## src/design/rss_pkg.sv

```systemverilog
// Shared types, constants and suffix tables of the Russian suffix stemmer.
`default_nettype none

package rss_pkg;

   localparam int LEN_W      = 10;
   localparam int MIN_W      = 6;
   localparam int TAIL_BYTES = 14;
   localparam int TAIL_IDX_W = $clog2(TAIL_BYTES);
   localparam int CSR_ADDR_W = 3;
   localparam int CSR_DATA_W = 32;

   localparam logic [LEN_W-1:0] MAX_TOKEN_BYTES = 10'd1023;
   localparam logic [MIN_W-1:0] MIN_STEM_RESET  = 6'd6;

   // Register index, taken from paddr[2].
   localparam logic REG_MIN_STEM = 1'b0;

   localparam int TOKQ_DEPTH = 4;
   localparam int TOKQ_PTR_W = $clog2(TOKQ_DEPTH);
   localparam int TOKQ_CNT_W = $clog2(TOKQ_DEPTH + 1);
   localparam int OUTQ_DEPTH = 4;
   localparam int OUTQ_PTR_W = $clog2(OUTQ_DEPTH);
   localparam int OUTQ_CNT_W = $clog2(OUTQ_DEPTH + 1);

   localparam logic [7:0] LEAD_D0   = 8'hD0;
   localparam logic [7:0] LEAD_D1   = 8'hD1;
   localparam logic [7:0] TRAIL_ES  = 8'h81;
   localparam logic [7:0] TRAIL_YA  = 8'h8F;
   localparam logic [7:0] TRAIL_SFT = 8'h8C;
   localparam logic [7:0] TRAIL_HRD = 8'h8A;
   localparam logic [7:0] CHAR_0    = 8'h30;
   localparam logic [7:0] CHAR_9    = 8'h39;

   typedef logic [TAIL_BYTES-1:0][7:0] window_type;

   // One finished token as the front hands it over; win[0] is the final byte.
   typedef struct packed {
      logic [LEN_W-1:0] len;
      logic             too_long;
      logic             eligible;
      window_type       win;
   } token_rec_type;

   typedef struct packed {
      logic [LEN_W-1:0] stem_length;
      logic             was_changed;
      logic             too_long;
   } result_type;

   localparam int ENDING_COUNT = 37;
   localparam int ENDING_MAX   = 8;

   localparam logic [3:0] END_LEN [ENDING_COUNT] = '{
      4'd8, 4'd6, 4'd6, 4'd6, 4'd6, 4'd6, 4'd6, 4'd6, 4'd6,
      4'd4, 4'd4, 4'd4, 4'd4, 4'd4, 4'd4, 4'd4, 4'd4, 4'd4, 4'd4,
      4'd4, 4'd4, 4'd4, 4'd4, 4'd4, 4'd4, 4'd4, 4'd4, 4'd4, 4'd4,
      4'd2, 4'd2, 4'd2, 4'd2, 4'd2, 4'd2, 4'd2, 4'd2
   };

   // Ending bytes in text order, first byte in the top octet, zero padded.
   localparam logic [8*ENDING_MAX-1:0] END_BYTES [ENDING_COUNT] = '{
      64'hD0B8_D18F_D0BC_D0B8,
      64'hD18F_D0BC_D0B8_0000,
      64'hD0B0_D0BC_D0B8_0000,
      64'hD18B_D0BC_D0B8_0000,
      64'hD0B8_D0BC_D0B8_0000,
      64'hD0BE_D0B3_D0BE_0000,
      64'hD0B5_D0B3_D0BE_0000,
      64'hD0BE_D0BC_D183_0000,
      64'hD0B5_D0BC_D183_0000,
      64'hD18B_D185_0000_0000,
      64'hD0B8_D185_0000_0000,
      64'hD0B0_D185_0000_0000,
      64'hD18F_D185_0000_0000,
      64'hD0BE_D0B2_0000_0000,
      64'hD0B5_D0B2_0000_0000,
      64'hD0BE_D0BC_0000_0000,
      64'hD0B5_D0BC_0000_0000,
      64'hD0B0_D0BC_0000_0000,
      64'hD18F_D0BC_0000_0000,
      64'hD183_D18E_0000_0000,
      64'hD18E_D18E_0000_0000,
      64'hD0B0_D18F_0000_0000,
      64'hD18F_D18F_0000_0000,
      64'hD0BE_D0B5_0000_0000,
      64'hD0B5_D0B5_0000_0000,
      64'hD18B_D0B9_0000_0000,
      64'hD0B8_D0B9_0000_0000,
      64'hD18B_D0B5_0000_0000,
      64'hD0B8_D0B5_0000_0000,
      64'hD0B0_0000_0000_0000,
      64'hD18F_0000_0000_0000,
      64'hD0BE_0000_0000_0000,
      64'hD0B5_0000_0000_0000,
      64'hD18B_0000_0000_0000,
      64'hD0B8_0000_0000_0000,
      64'hD183_0000_0000_0000,
      64'hD18E_0000_0000_0000
   };

   // Length of the first list ending found at offset off from the end, or zero.
   function automatic logic [3:0] first_ending_len(window_type win, logic [2:0] off);
      logic       found;
      logic       hit;
      logic [3:0] m;
      int         idx;
      found = 1'b0;
      m     = 4'd0;
      for (int k = 0; k < ENDING_COUNT; k++) begin
         hit = 1'b1;
         for (int j = 0; j < ENDING_MAX; j++) begin
            if (j < int'(END_LEN[k])) begin
               idx = int'(off) + int'(END_LEN[k]) - 1 - j;
               if (win[idx[TAIL_IDX_W-1:0]] != END_BYTES[k][8*ENDING_MAX-1-8*j -: 8]) begin
                  hit = 1'b0;
               end
            end
         end
         if (hit && !found) begin
            found = 1'b1;
            m     = END_LEN[k];
         end
      end
      return m;
   endfunction

endpackage

`default_nettype wire

```

## src/design/rss_front.sv

```systemverilog
// Front end: accepts token bytes, keeps running flags and the tail window.
`default_nettype none

module rss_front import rss_pkg::*; (
   input  wire logic          clock,
   input  wire logic          reset,
   input  wire logic          push,
   output logic               full,
   input  wire logic [7:0]    req_token_byte,
   input  wire logic          req_last_byte,
   input  wire logic          rec_full,
   output logic               rec_push,
   output token_rec_type      rec_data
);

   logic [LEN_W-1:0] count_ff, count_in, count_next;
   logic             digit_ff, digit_in, digit_next;
   logic             lead_ff, lead_in, lead_next;
   logic             ovf_ff, ovf_in, ovf_next;
   window_type       win_ff, win_in, win_next;
   logic             accept;

   assign full   = rec_full;
   assign accept = push && !rec_full;

   always_comb begin
      count_next = (count_ff < MAX_TOKEN_BYTES) ? count_ff + 1'b1 : count_ff;
      ovf_next   = ovf_ff || (count_ff == MAX_TOKEN_BYTES);
      digit_next = digit_ff || ((req_token_byte >= CHAR_0) && (req_token_byte <= CHAR_9));
      lead_next  = lead_ff || (!req_last_byte &&
                   ((req_token_byte == LEAD_D0) || (req_token_byte == LEAD_D1)));
      win_next   = {win_ff[TAIL_BYTES-2:0], req_token_byte};
   end

   always_comb begin
      count_in = count_ff;
      digit_in = digit_ff;
      lead_in  = lead_ff;
      ovf_in   = ovf_ff;
      win_in   = win_ff;
      if (accept) begin
         if (req_last_byte) begin
            count_in = '0;
            digit_in = 1'b0;
            lead_in  = 1'b0;
            ovf_in   = 1'b0;
            win_in   = '0;
         end else begin
            count_in = count_next;
            digit_in = digit_next;
            lead_in  = lead_next;
            ovf_in   = ovf_next;
            win_in   = win_next;
         end
      end
   end

   // The final byte itself never counts as a Cyrillic lead byte.
   assign rec_push          = accept && req_last_byte;
   assign rec_data.len      = count_next;
   assign rec_data.too_long = ovf_next;
   assign rec_data.eligible = !ovf_next && !digit_next && lead_ff;
   assign rec_data.win      = win_next;

   always_ff @(posedge clock) begin
      if (reset) begin
         count_ff <= '0;
         digit_ff <= 1'b0;
         lead_ff  <= 1'b0;
         ovf_ff   <= 1'b0;
         win_ff   <= '0;
      end else begin
         count_ff <= count_in;
         digit_ff <= digit_in;
         lead_ff  <= lead_in;
         ovf_ff   <= ovf_in;
         win_ff   <= win_in;
      end
   end

endmodule

`default_nettype wire

```

## src/design/rss_tok_queue.sv

```systemverilog
// Short queue of finished token records between the front and back ends.
`default_nettype none

module rss_tok_queue import rss_pkg::*; (
   input  wire logic          clock,
   input  wire logic          reset,
   input  wire logic          wr_push,
   input  wire token_rec_type wr_data,
   output logic               wr_full,
   input  wire logic          rd_pop,
   output logic               rd_valid,
   output token_rec_type      rd_data
);

   token_rec_type           mem_ff [TOKQ_DEPTH];
   logic [TOKQ_PTR_W-1:0]   wptr_ff, wptr_in;
   logic [TOKQ_PTR_W-1:0]   rptr_ff, rptr_in;
   logic [TOKQ_CNT_W-1:0]   cnt_ff, cnt_in;
   logic                    do_wr, do_rd;

   assign wr_full  = (cnt_ff == TOKQ_CNT_W'(TOKQ_DEPTH));
   assign rd_valid = (cnt_ff != '0);
   assign rd_data  = mem_ff[rptr_ff];
   assign do_wr    = wr_push && !wr_full;
   assign do_rd    = rd_pop && rd_valid;

   always_comb begin
      wptr_in = do_wr ? wptr_ff + 1'b1 : wptr_ff;
      rptr_in = do_rd ? rptr_ff + 1'b1 : rptr_ff;
      cnt_in  = cnt_ff;
      if (do_wr && !do_rd) begin
         cnt_in = cnt_ff + 1'b1;
      end else if (do_rd && !do_wr) begin
         cnt_in = cnt_ff - 1'b1;
      end
   end

   always_ff @(posedge clock) begin
      if (do_wr) begin
         mem_ff[wptr_ff] <= wr_data;
      end
   end

   always_ff @(posedge clock) begin
      if (reset) begin
         wptr_ff <= '0;
         rptr_ff <= '0;
         cnt_ff  <= '0;
      end else begin
         wptr_ff <= wptr_in;
         rptr_ff <= rptr_in;
         cnt_ff  <= cnt_in;
      end
   end

endmodule

`default_nettype wire

```

## src/design/rss_back.sv

```systemverilog
// Back end: two-stage suffix strip pipeline feeding the result queue.
`default_nettype none

module rss_back import rss_pkg::*; (
   input  wire logic             clock,
   input  wire logic             reset,
   input  wire logic [MIN_W-1:0] min_stem,
   input  wire logic             tok_valid,
   input  wire token_rec_type    tok_data,
   output logic                  tok_pop,
   output logic                  empty,
   input  wire logic             pop,
   output logic [LEN_W-1:0]      rsp_stem_length,
   output logic                  rsp_was_changed,
   output logic                  rsp_too_long
);

   // Stage one: eligibility, reflexive strip and the list search.
   logic             elig0;
   logic             refl;
   logic [LEN_W-1:0] n1;
   logic [2:0]       off1;
   logic [3:0]       m1;
   logic [LEN_W:0]   min_x;

   logic             s1_valid_ff, s1_valid_in;
   token_rec_type    s1_rec_ff, s1_rec_in;
   logic [LEN_W-1:0] s1_n_ff;
   logic [2:0]       s1_off_ff;
   logic [3:0]       s1_m_ff;

   // Stage two: list strip decision and the soft or hard sign.
   logic                  strip;
   logic [LEN_W-1:0]      n2, n3;
   logic [TAIL_IDX_W-1:0] off2, off2_hi;
   logic                  sign;
   result_type            res;
   logic                  s2_fire;

   // Result queue.
   result_type            oq_ff [OUTQ_DEPTH];
   logic [OUTQ_PTR_W-1:0] oq_wptr_ff, oq_wptr_in;
   logic [OUTQ_PTR_W-1:0] oq_rptr_ff, oq_rptr_in;
   logic [OUTQ_CNT_W-1:0] oq_cnt_ff, oq_cnt_in;
   logic                  oq_full, oq_rd;

   assign min_x = {{(LEN_W + 1 - MIN_W){1'b0}}, min_stem};

   always_comb begin
      elig0 = tok_data.eligible && (tok_data.len >= LEN_W'(min_stem));
      refl  = elig0
              && (tok_data.win[3] == LEAD_D1) && (tok_data.win[2] == TRAIL_ES)
              && (tok_data.win[1] == LEAD_D1)
              && ((tok_data.win[0] == TRAIL_YA) || (tok_data.win[0] == TRAIL_SFT))
              && ({1'b0, tok_data.len} >= min_x + (LEN_W + 1)'(4));
      n1    = refl ? tok_data.len - LEN_W'(4) : tok_data.len;
      off1  = refl ? 3'd4 : 3'd0;
      m1    = elig0 ? first_ending_len(tok_data.win, off1) : 4'd0;
      s1_rec_in          = tok_data;
      s1_rec_in.eligible = elig0;
   end

   assign oq_full = (oq_cnt_ff == OUTQ_CNT_W'(OUTQ_DEPTH));
   assign s2_fire = s1_valid_ff && !oq_full;
   assign tok_pop = tok_valid && (!s1_valid_ff || !oq_full);

   always_comb begin
      s1_valid_in = s1_valid_ff;
      if (tok_pop) begin
         s1_valid_in = 1'b1;
      end else if (s2_fire) begin
         s1_valid_in = 1'b0;
      end
   end

   always_ff @(posedge clock) begin
      if (tok_pop) begin
         s1_rec_ff <= s1_rec_in;
         s1_n_ff   <= n1;
         s1_off_ff <= off1;
         s1_m_ff   <= m1;
      end
   end

   // A refused list match still ends the search; only the strip is skipped.
   always_comb begin
      strip   = (s1_m_ff != 4'd0)
                && ({1'b0, s1_n_ff} >= min_x + (LEN_W + 1)'(s1_m_ff));
      n2      = strip ? s1_n_ff - LEN_W'(s1_m_ff) : s1_n_ff;
      off2    = TAIL_IDX_W'(s1_off_ff) + (strip ? TAIL_IDX_W'(s1_m_ff) : '0);
      off2_hi = off2 + 1'b1;
      sign    = s1_rec_ff.eligible
                && (s1_rec_ff.win[off2_hi] == LEAD_D1)
                && ((s1_rec_ff.win[off2] == TRAIL_SFT) || (s1_rec_ff.win[off2] == TRAIL_HRD))
                && ({1'b0, n2} >= min_x + (LEN_W + 1)'(2));
      n3      = sign ? n2 - LEN_W'(2) : n2;
      res.stem_length = n3;
      res.was_changed = (n3 != s1_rec_ff.len);
      res.too_long    = s1_rec_ff.too_long;
   end

   assign empty  = (oq_cnt_ff == '0);
   assign oq_rd  = pop && !empty;

   assign rsp_stem_length = oq_ff[oq_rptr_ff].stem_length;
   assign rsp_was_changed = oq_ff[oq_rptr_ff].was_changed;
   assign rsp_too_long    = oq_ff[oq_rptr_ff].too_long;

   always_comb begin
      oq_wptr_in = s2_fire ? oq_wptr_ff + 1'b1 : oq_wptr_ff;
      oq_rptr_in = oq_rd ? oq_rptr_ff + 1'b1 : oq_rptr_ff;
      oq_cnt_in  = oq_cnt_ff;
      if (s2_fire && !oq_rd) begin
         oq_cnt_in = oq_cnt_ff + 1'b1;
      end else if (oq_rd && !s2_fire) begin
         oq_cnt_in = oq_cnt_ff - 1'b1;
      end
   end

   always_ff @(posedge clock) begin
      if (s2_fire) begin
         oq_ff[oq_wptr_ff] <= res;
      end
   end

   always_ff @(posedge clock) begin
      if (reset) begin
         s1_valid_ff <= 1'b0;
         oq_wptr_ff  <= '0;
         oq_rptr_ff  <= '0;
         oq_cnt_ff   <= '0;
      end else begin
         s1_valid_ff <= s1_valid_in;
         oq_wptr_ff  <= oq_wptr_in;
         oq_rptr_ff  <= oq_rptr_in;
         oq_cnt_ff   <= oq_cnt_in;
      end
   end

endmodule

`default_nettype wire

```

## src/design/russian_suffix_stemmer_top.sv

```systemverilog
// Throughput: one token byte per cycle while full is low, and one result beat per cycle
// while empty is low. A result beat reaches the rsp_ ports through the
// token queue, the stage-one register and the result queue, any of which can stall it.
// Reset is synchronous and active high; it empties both queues, clears the token state and
// sets the minimum stem length back to 6. Queue storage itself is not cleared.
`default_nettype none

module russian_suffix_stemmer_top import rss_pkg::*; (
   input  wire logic                  clock,
   input  wire logic                  reset,
   // Input beats: one byte of a token each.
   input  wire logic                  push,
   output logic                       full,
   input  wire logic [7:0]            req_token_byte,
   input  wire logic                  req_last_byte,
   // Result beats: one per token.
   output logic                       empty,
   input  wire logic                  pop,
   output logic [LEN_W-1:0]           rsp_stem_length,
   output logic                       rsp_was_changed,
   output logic                       rsp_too_long,
   // Configuration port.
   input  wire logic                  psel,
   input  wire logic                  penable,
   input  wire logic                  pwrite,
   input  wire logic [CSR_ADDR_W-1:0] paddr,
   input  wire logic [CSR_DATA_W-1:0] pwdata,
   output logic [CSR_DATA_W-1:0]      prdata,
   output logic                       pready
);

   // The only register, the minimum stem length, sits at byte address zero. The
   // index is taken from paddr[2], so the low address bits are ignored.
   logic [MIN_W-1:0] min_stem_ff, min_stem_in;
   logic             csr_wr;
   logic             csr_hit;

   token_rec_type    rec_data;
   logic             rec_push;
   logic             rec_full;
   token_rec_type    tok_data;
   logic             tok_valid;
   logic             tok_pop;

   assign pready  = 1'b1;
   assign csr_hit = (paddr[2] == REG_MIN_STEM);
   assign csr_wr  = psel && penable && pwrite && pready && csr_hit;

   assign min_stem_in = csr_wr ? pwdata[MIN_W-1:0] : min_stem_ff;
   assign prdata      = csr_hit ? {{(CSR_DATA_W - MIN_W){1'b0}}, min_stem_ff} : '0;

   always_ff @(posedge clock) begin
      if (reset) begin
         min_stem_ff <= MIN_STEM_RESET;
      end else begin
         min_stem_ff <= min_stem_in;
      end
   end

   // The front end counts bytes, tracks digits and Cyrillic lead bytes, and
   // keeps the last fourteen bytes. It stalls input only when the token queue
   // is full, so a waiting result never holds back incoming bytes directly.
   rss_front u_front (
      .clock          (clock),
      .reset          (reset),
      .push           (push),
      .full           (full),
      .req_token_byte (req_token_byte),
      .req_last_byte  (req_last_byte),
      .rec_full       (rec_full),
      .rec_push       (rec_push),
      .rec_data       (rec_data)
   );

   // Each finished token waits here until the strip pipeline takes it.
   rss_tok_queue u_tok_queue (
      .clock    (clock),
      .reset    (reset),
      .wr_push  (rec_push),
      .wr_data  (rec_data),
      .wr_full  (rec_full),
      .rd_pop   (tok_pop),
      .rd_valid (tok_valid),
      .rd_data  (tok_data)
   );

   // The back end runs the reflexive strip, the ordered list search and the
   // soft or hard sign strip over two stages, then queues the result beat.
   rss_back u_back (
      .clock           (clock),
      .reset           (reset),
      .min_stem        (min_stem_ff),
      .tok_valid       (tok_valid),
      .tok_data        (tok_data),
      .tok_pop         (tok_pop),
      .empty           (empty),
      .pop             (pop),
      .rsp_stem_length (rsp_stem_length),
      .rsp_was_changed (rsp_was_changed),
      .rsp_too_long    (rsp_too_long)
   );

endmodule

`default_nettype wire

```

## config.mk

```make
export PLATFORM = sky130hd
export DESIGN_NAME = russian_suffix_stemmer_top
export DESIGN_NICKNAME = d
export VERILOG_FILES = /design/src/design/rss_pkg.sv /design/src/design/rss_front.sv /design/src/design/rss_tok_queue.sv /design/src/design/rss_back.sv /design/src/design/russian_suffix_stemmer_top.sv
export SDC_FILE = /design/constraint.sdc
export NUM_CORES = 1
export LEC_CHECK = 0
export BUFFER_PORTS_ARGS = -buffer_cell sky130_fd_sc_hd__buf_2
export CORE_ASPECT_RATIO = 1.4
export CORE_MARGIN = 10
export CORE_UTILIZATION = 69
export CTS_BUF_LIST = sky130_fd_sc_hd__clkbuf_4
export CTS_CLUSTER_SIZE = 14
export DETAILED_ROUTE_END_ITERATION = 8
export PLACE_DENSITY = 0.86
export SYNTH_ARGS = -nofsm -noshare
export SYNTH_HDL_FRONTEND = slang
export SYNTH_SLANG_ARGS = --single-unit
```

## constraint.sdc

```tcl
create_clock -name clock -period 14.32 [get_ports clock]
set_clock_uncertainty 0.2 [all_clocks]
set_input_delay 0.716 -clock clock [delete_from_list [all_inputs] [get_ports clock]]
set_output_delay 0.716 -clock clock [all_outputs]
set_load 0.1 [all_outputs]
```

==> results by stage, run 1 <==
Outcome:
- The flow ran to the end, and the final reports show no timing, DRC or antenna violations.

Placed design:
- After detailed placement, the design holds a cell count of 2678.
- The number of buffers added on ports is 42.
- Detailed placement finished with a half-perimeter wire length of 42.19 mm.
- The weighted congestion reported at the end of routability-driven placement is 0.9188.

STA:
- Setup violations remaining at the end of the flow were counted as 0.
- Setup repair after global routing left no endpoint under its margin.
- The clock period minus worst slack is 7.403 ns.
- The pin slew with the least headroom to its limit is 1.076 ns.
- The hold violation total from the final report is 0.
- Measured against its own limit, the worst slew margin works out to 28.30%.
- The post-route clock period utilization is 51.70%.
- In the final timing run, aggregate negative setup slack is 0 ns.
- The number of pins exceeding their max-slew limit in the final report is 0.
- The peak clock frequency supported by timing is 0.1351 GHz.

Setup path:
- The kind of launch point of the worst setup path is a flop.
- At the worst endpoint, the arrival time is 7.81 ns.
- Of all nets on the critical path, the largest fanout is 12.
- The critical path endpoint category is a flop.
- At the worst endpoint, the required time is 14.73 ns.
- The startpoint-to-endpoint class of the critical path is reg2reg.
- The setup slack on the worst flop-to-flop path is 6.92 ns.

Floorplan:
- The initial utilization of the core area, before any placement, comes to 69.81%.
- The floorplan step defined a die boundary enclosing 57920 um2.
- The site row count is 95.
- The core region area is 48020 um2.
- The die is 206.3 um wide.
- The die is 280.8 um tall.
- The I/O pin count is 98.

Power:
- For this design the total switching power over the nets is 0.002401 W.
- The internal power of the cells totals 0.004774 W.
- The clock network burns 26.4% of the power.
- The power density normalized to cell area is 194.8 nW/um2.
- The peak ir drop on the vdd network is 0.1667 mV.
- The leakage power total is 12.49 nW.
- Sequential cells burn 45.3% of the power.
- Net switching is 33.47% of the power.
- The logic gate share of total power is 28.3%.

Yosys:
- The proportion of synthesized chip area in sequential cells is 69.39%.
- Summing every instance area after synthesis gives 33520 um2.
- The main flop type after synthesis is edfxtp_1.
- The number of synthesis warnings is 0.
- The share of the synthesized area in the top cell type is 60.91%.
- Ranked by instance count, the synthesized netlist is headed by edfxtp_1, nand2_1, dfxtp_1, a21oi_1, mux4_2.
- Synthesis inferred 822 register bits.
- The average size of a mapped cell is 16.08 um2.
- The most numerous cell in the Yosys netlist is edfxtp_1.
- After synthesis, the share of flip-flops with an asynchronous set or reset is 0%.
- The synthesized design contains 680 enable-type register cells.
- Synthesis instantiated 89 different standard cells from the library.
- The number of instances in the synthesized netlist is 2085.
- In the post-synthesis netlist, the biggest area contributors are edfxtp_1, mux4_2, dfxtp_1, nand3b_1, a21oi_1.
- The library cell occupying the most area in the post-synthesis netlist is edfxtp_1.

Route:
- Dividing the detail-routed via count by the number of cells gives 6.309.
- Summed over all layers, the routed wires come to 71.14 mm.
- The violation count after the first detailed-route iteration is 1525.
- The post-route antenna net violation count is 0.
- After detailed routing, the number of remaining DRC violations is 0.
- Across all layers, the routed design uses 19.14k vias.
- The detailed-router iteration count before antenna repair is 5.
- The mean routed wirelength per cell is 23.45 um.

Clock network:
- Clock-pin slew was measured on the worst setup and hold paths at 0.08 ns.
- CTS built an H-tree with a depth of 4.
- The buffer levels on the longest clock path is 3.
- The clock tree from TritonCTS is yes.
- The total CTS buffers is 180.
- The count of clock tree sinks is 822.
- In this run the clock root is driven by a clkbuf_4.
- The post-cts sizing count is 0.
- In this run the post-CTS setup repair buffer count came out at 0.
- At the later pin of the worst-skew pair, clock insertion delay measures 0.95 ns.

Job:
- Max-cap violations in this run came to 0.

Finish:
- For this run, the post-layout net count is 2346.
- In the final layout, the share of cells above drive strength 1 is 22.66%.
- The filler cell count is 2654.
- The number of standard cells in the layout, taps in and fillers out is 3034.
- The area growth from synthesis to layout is 9.846%.
- In the final layout, the multi-input gates occupy 9558 um2.
- In the final layout, flip-flops and latches occupy 23270 um2.

GRT:
- The first global-routing pass estimated 110.5 mm of wire.
- The number of antenna violations at the first check in global routing was 3.
- The number of global-route vias before repair is 20.12k.
- Entering global routing, the biggest net connects 84 pins.
- After global routing the overflow that remains totals 0.
- In the global route stage, overall resource usage came out at 25.04%.

Min path:
- The worst hold path belongs to the class in2reg.
==> through the flow <==
| stage | area, um2 | worst slack [ns] | hold slack [ns] | total power [W] | utilization, % |
|---|---|---|---|---|---|
| 2_1_floorplan | 33620 | 4.700 | 0.2530 | 0.004873 | - |
| 3_3_place_gp | 34140 | 7.224 | 0.2721 | 0.005240 | 71.10 |
| 3_5_place_dp | 34140 | 7.066 | 0.2816 | 0.005322 | 71.10 |
| 4_1_cts | 36820 | 6.994 | 0.1689 | 0.007214 | 76.66 |
| 5_1_grt | 36820 | 6.645 | 0.2111 | 0.007506 | 76.68 |
| 6_report | 36820 | 6.917 | 0.2276 | 0.007175 | 76.68 |
==> routing by layer <==
layer / vias up / GRT usage (%) / routed length, um
met1: 9585 / 28.22 / 25240
met4: 0 / 12.75 / 2676
met3: 180 / 4.609 / 4647
li1: 8510 / - / -
met5: - / 0 / 0
met2: 866 / 44.49 / 38570
==> repair_timing <==
| action | CTS | global route |
|---|---|---|
| endpoints found under the hold margin | 50 | 0 |
| setup endpoints to repair | 0 | 0 |
| hold buffers | 15 | 0 |
==> final timing paths <==
path	start	endpoint	depth (start not counted)
worst min register to register	u_front.ovf_ff	u_front.ovf_ff	2
worst max-delay path	u_back.s1_m_ff[1]	u_back.oq_ff[0][1]	23
worst max register to register	u_back.s1_m_ff[1]	u_back.oq_ff[0][1]	23
worst min-delay path	reset	u_tok_queue.wptr_ff[0]	2
==> critical path: stages, from the launching register on <==
cell and delay [ns]:
edfxtp_1 0.48, ha_1 0.27, fa_1 0.44, a21oi_1 0.15
nor2_1 0.06, xnor2_1 0.20, ha_1 0.28, a21o_1 0.17
a21oi_2 0.22, o21a_1 0.22, nor2_1 0.06, ha_1 0.30
buf_4 0.22, or4b_2 0.73, nor4_1 0.47, a21oi_1 0.12
o21ai_0 0.43, a21oi_1 0.08, o22ai_1 0.32, nand4_1 0.32
or4_1 0.55, nand3_1 0.12, o22ai_1 0.10, or4_1 0.59
==> final cells by class <==
class	count	share of cell area [%]
sequential	822	63.19
multi-input combinational	1119	25.96
clock buffer	276	5.627
tap	630	2.141
timing repair buffer	76	1.373
clock inverter	62	1.220
inverter	46	0.4689
antenna	3	0.02039
==> state kept, by name (all words and copies together) (netlist names), 2 cells and up, named ones only <==
signal               flops
u_back.s1_rec_ff       121
u_front.count_ff        10
u_back.s1_m_ff           3
u_tok_queue.mem_ff     496
u_back.oq_wptr_ff        2
u_tok_queue.cnt_ff       3
u_tok_queue.rptr_ff      2
u_tok_queue.wptr_ff      2
u_front.rec_data       104
u_back.oq_ff            48
u_back.s1_n_ff          10
u_back.oq_rptr_ff        2
min_stem_ff              6
u_back.oq_cnt_ff         3
==> cells in the final DEF (no fill, tap or decap), types with 40 or more instances in the layout <==
| master | n |
|---|---|
| xnor2_1 | 40 |
| ha_1 | 46 |
| a21oi_1 | 138 |
| dfxtp_1 | 140 |
| mux4_2 | 134 |
| nand2_1 | 148 |
| buf_2 | 41 |
| inv_1 | 45 |
| nand3b_1 | 110 |
| edfxtp_1 | 680 |
| clkbuf_4 | 276 |
| nor2_1 | 95 |
==> power by group through the flow <==
stage	Sequential, W	Clock [W]	Combinational, W
after global routing	0.00328	0.00203	0.00219
after floorplan	0.00328	0	0.00159
after global placement	0.00327	0	0.00197
final	0.00325	0.00189	0.00203
after detailed placement	0.00330	0	0.00202
after CTS	0.00325	0.00193	0.00204
==> cells by family after synthesis <==
logic type | count (synthesis) | share of synthesized area (%)
other | 2 | 0.02240
xor gates and xnor gates | 63 | 1.646
buffers and inverters | 169 | 2.538
AOI/OAI and AO/OA | 243 | 4.595
and+or+nand+nor | 573 | 9.757
DFF | 822 | 69.39
adders and majority gates | 50 | 1.956
muxes | 163 | 10.09
Power figures use the tool's default switching activity.
==> inputs of run 2 (changes only) <==
CORE_UTILIZATION = 58   (was 69)
PLACE_DENSITY = 0.77   (was 0.86)
clock period = 6.4 ns   (was 14.32 ns; I/O delays follow)
==> results by stage, run 2 (synthesis results as in run 1) <==
Min path:
- The class of the tightest hold or removal check was in2reg (unchanged).
- The depth of the worst hold-timing path is 4 (was 2).

STA:
- The count of final setup violators was 0 (unchanged).
- The clock period minus worst slack came to 6.055 ns (was 7.403 ns).
- The post-route clock period utilization came to 94.61% (was 51.70%).
- The number of pins exceeding their max-slew limit in the final report is 0 (unchanged).
- The worst max-slew margin expressed relative to the limit was 28.53% (was 28.30%).
- The peak clock frequency supported by timing came to 0.1652 GHz (was 0.1351 GHz).
- Unrepaired setup endpoints after global routing: no (unchanged).
- The pin slew with the least headroom to its limit is 1.072 ns (was 1.076 ns).
- The hold violation total from the final report was 0 (unchanged).

Route:
- The mean routed wirelength per cell was 22.34 um (was 23.45 um).
- The number of design rule violations left after detail routing is 0 (unchanged).
- The detailed-route via count is 19.13k (was 19.14k).
- The routed wire length is 71.67 mm (was 71.14 mm).
- The detailed-router iteration count before antenna repair is 7 (was 5).
- The per-cell via count in the routed design is 5.962 (was 6.309).
- The violation count after the first detailed-route iteration was 1421 (was 1525).
- The post-route antenna net violation count was 0 (unchanged).

Power:
- The switching power of the nets was 0.005427 W (was 0.002401 W).
- The internal portion of total power is 0.01079 W (was 0.004774 W).
- The switching part of the total power came to 33.47% (about the same).
- The leakage power total is 12.79 nW (was 12.49 nW).
- The peak ir drop on the vdd network is 0.2820 mV (was 0.1667 mV).
- The clock network power share is 26.0% (was 26.4%).
- The fraction of power consumed by sequential logic is 44.8% (was 45.3%).
- The power density normalized to cell area is 431.4 nW/um2 (was 194.8 nW/um2).
- The logic gate share of total power came to 29.2% (was 28.3%).

Floorplan:
- The floorplan die height is 304.5 um (was 280.8 um).
- The die footprint is 67950 um2 (was 57920 um2).
- The die boundary width is 223.2 um (was 206.3 um).
- The core region area is 57390 um2 (was 48020 um2).
- The I/O pin count is 98 (unchanged).
- The effective utilization at floorplan was 58.42% (was 69.81%).
- The site row count is 104 (was 95).

Placed design:
- The post-detailed-placement cell area is 34520 um2 (was 34140 um2).
- The placed cell count is 2818 (was 2678).
- The weighted congestion reported at the end of routability-driven placement came to 0.8994 (was 0.9188).
- The number of buffers added on ports came to 42 (unchanged).
- The post-DP HPWL is 44.26 mm (was 42.19 mm).

Clock network:
- The worst-skew pair later-pin latency was 0.93 ns (was 0.95 ns).
- The count of clock tree sinks is 822 (unchanged).
- The CTS clock-pin slew for the worst setup and hold paths is 0.07 ns (was 0.08 ns).
- The clock tree from TritonCTS is yes (unchanged).
- The total CTS buffers was 184 (was 180).
- The buffer levels on the longest clock path is 3 (unchanged).
- The number of H-tree levels is 4 (unchanged).
- The clock tree root driver cell is clkbuf_4 (unchanged).

Setup path:
- The critical path endpoint category is a flop (unchanged).
- The cell depth of the worst flop-to-flop path is 22 (was 23).
- The data required time at the worst endpoint is 6.83 ns (was 14.73 ns).
- The maximum fanout along the worst path was 4 (was 12).
- The kind of launch point of the worst setup path is a flop (unchanged).
- The worst endpoint data arrival time is 6.49 ns (was 7.81 ns).
- The startpoint-to-endpoint class of the critical path is reg2reg (unchanged).

Job:
- The max-cap check violation count is 0 (unchanged).

Finish:
- The area growth from synthesis to layout was 12.11% (was 9.846%).
- The final net count is 2405 (was 2346).
- The number of standard cells in the layout, taps in and fillers out is 3208 (was 3034).
- The share of cells above drive strength 1 was 24.22% (was 22.66%).
- The number of flip-flops under the largest register name is 496 (unchanged).
- The register ranked first by flip-flop count is u_tok_queue.mem_ff (unchanged).
- The filler cell count is 3879 (was 2654).
- Commonest cells after routing, fill and taps aside: edfxtp_1, clkbuf_4, nand2_1 (unchanged).
- The most common cell after layout, fill and taps aside is edfxtp_1 (unchanged).
- The post-route standard cell area excluding fillers is 37580 um2 (was 36820 um2).

GRT:
- The largest net degree at the start of global routing is 78 (was 84).
- The overall track demand over capacity in global routing is 21.17% (was 25.04%).
- The number of antenna violations at the first check in global routing was 1 (was 3).
- The first-pass GRT wire length is 112.8 mm (was 110.5 mm).
- The number of global-route vias before repair is 20.33k (was 20.12k).
- The total grt overflow is 0 (unchanged).

Outcome:
- Outcome: finished, final reports clean (unchanged).
## run 2: changes by cell type in the layout (fill, tap and decap cells not counted), sizes merged
cell	before	now
dlygate4sd3	15	41
diode	3	1
bufinv	7	4
inv	53	51
clkinvlp	1	3
clkinv	47	41
buf	61	90
clkbuf	276	294
## run 2: path summary, 6_finish.rpt
check	slack [ns]	endpoint	from
min	0.09	u_front.rec_data[10]	req_token_byte[2]
min reg2reg	0.29	u_front.ovf_ff	u_front.ovf_ff
max	0.35	u_back.oq_ff[1][1]	u_back.s1_m_ff[1]
max reg2reg	0.35	u_back.oq_ff[1][1]	u_back.s1_m_ff[1]
## run 2: metrics by stage
stage / hold WS (ns) / setup WS [ns] / TNS (ns) / utilization [%] / power, W
after floorplan: 0.2189 / 0.1752 / 0 / - / 0.01082
after global placement: 0.2714 / 0.02072 / 0 / 60.15 / 0.01191
after detailed placement: 0.2796 / -0.1196 / -0.4782 / 60.15 / 0.01206
after CTS: 0.01041 / 0.03155 / 0 / 65.35 / 0.01629
after global routing: 0.06527 / 0.04695 / 0 / 65.49 / 0.01704
final: 0.09296 / 0.3450 / 0 / 65.49 / 0.01621
## run 2: repair_timing
action,4_1_cts,5_1_grt
pin swaps,0,3
resized for setup,3,13
hold buffers,41,0
setup buffers,0,1
endpoints found under the setup margin,4,4
hold endpoints to repair,144,0
## run 2: worst max-delay path, stage by stage, from the launching register on
cell,delay (ns)
edfxtp_1,0.40
ha_2,0.22
fa_1,0.43
a21oi_1,0.15
nor2_1,0.07
xnor2_1,0.13
ha_1,0.32
a21o_1,0.17
a21oi_2,0.15
o21a_1,0.17
nor2_1,0.08
ha_4,0.29
or4b_2,0.71
nor4b_4,0.24
a21oi_1,0.12
nor2_2,0.20
a21boi_0,0.20
a2111o_1,0.18
nand4_1,0.14
or4_1,0.48
nand3_1,0.10
o22ai_1,0.10
or4_4,0.56
## run 2: area by class of cell
class / count / area, um2 / area share, %
inverters: 46 / 172.7 / 0.4594
multi-input cells: 1119 / 9643 / 25.66
clock inverters: 53 / 350.3 / 0.9322
diodes: 1 / 2.502 / 0.006658
well taps: 742 / 928.4 / 2.470
clock buffers: 294 / 2207 / 5.873
repair buffers: 131 / 1008 / 2.683
flip-flops and latches: 822 / 23270 / 61.92
## run 2: power by group through the flow
stage               clock network (W)  registers [W]  logic [W]
floorplan                           0        0.00726    0.00356
global placement                    0        0.00734    0.00457
detailed placement                  0        0.00738    0.00468
CTS                           0.00431        0.00726    0.00472
global route                  0.00458        0.00733    0.00514
finish                        0.00421        0.00726    0.00474
## run 2: metal layers
metal	share of wire [%]	vias to the layer above	global-route usage, %
met5	0	-	0
met1	36	9673	23.17
li1	-	8645	-
met2	56	675	39.24
met4	3.0	0	9.462
met3	5.0	134	3.458
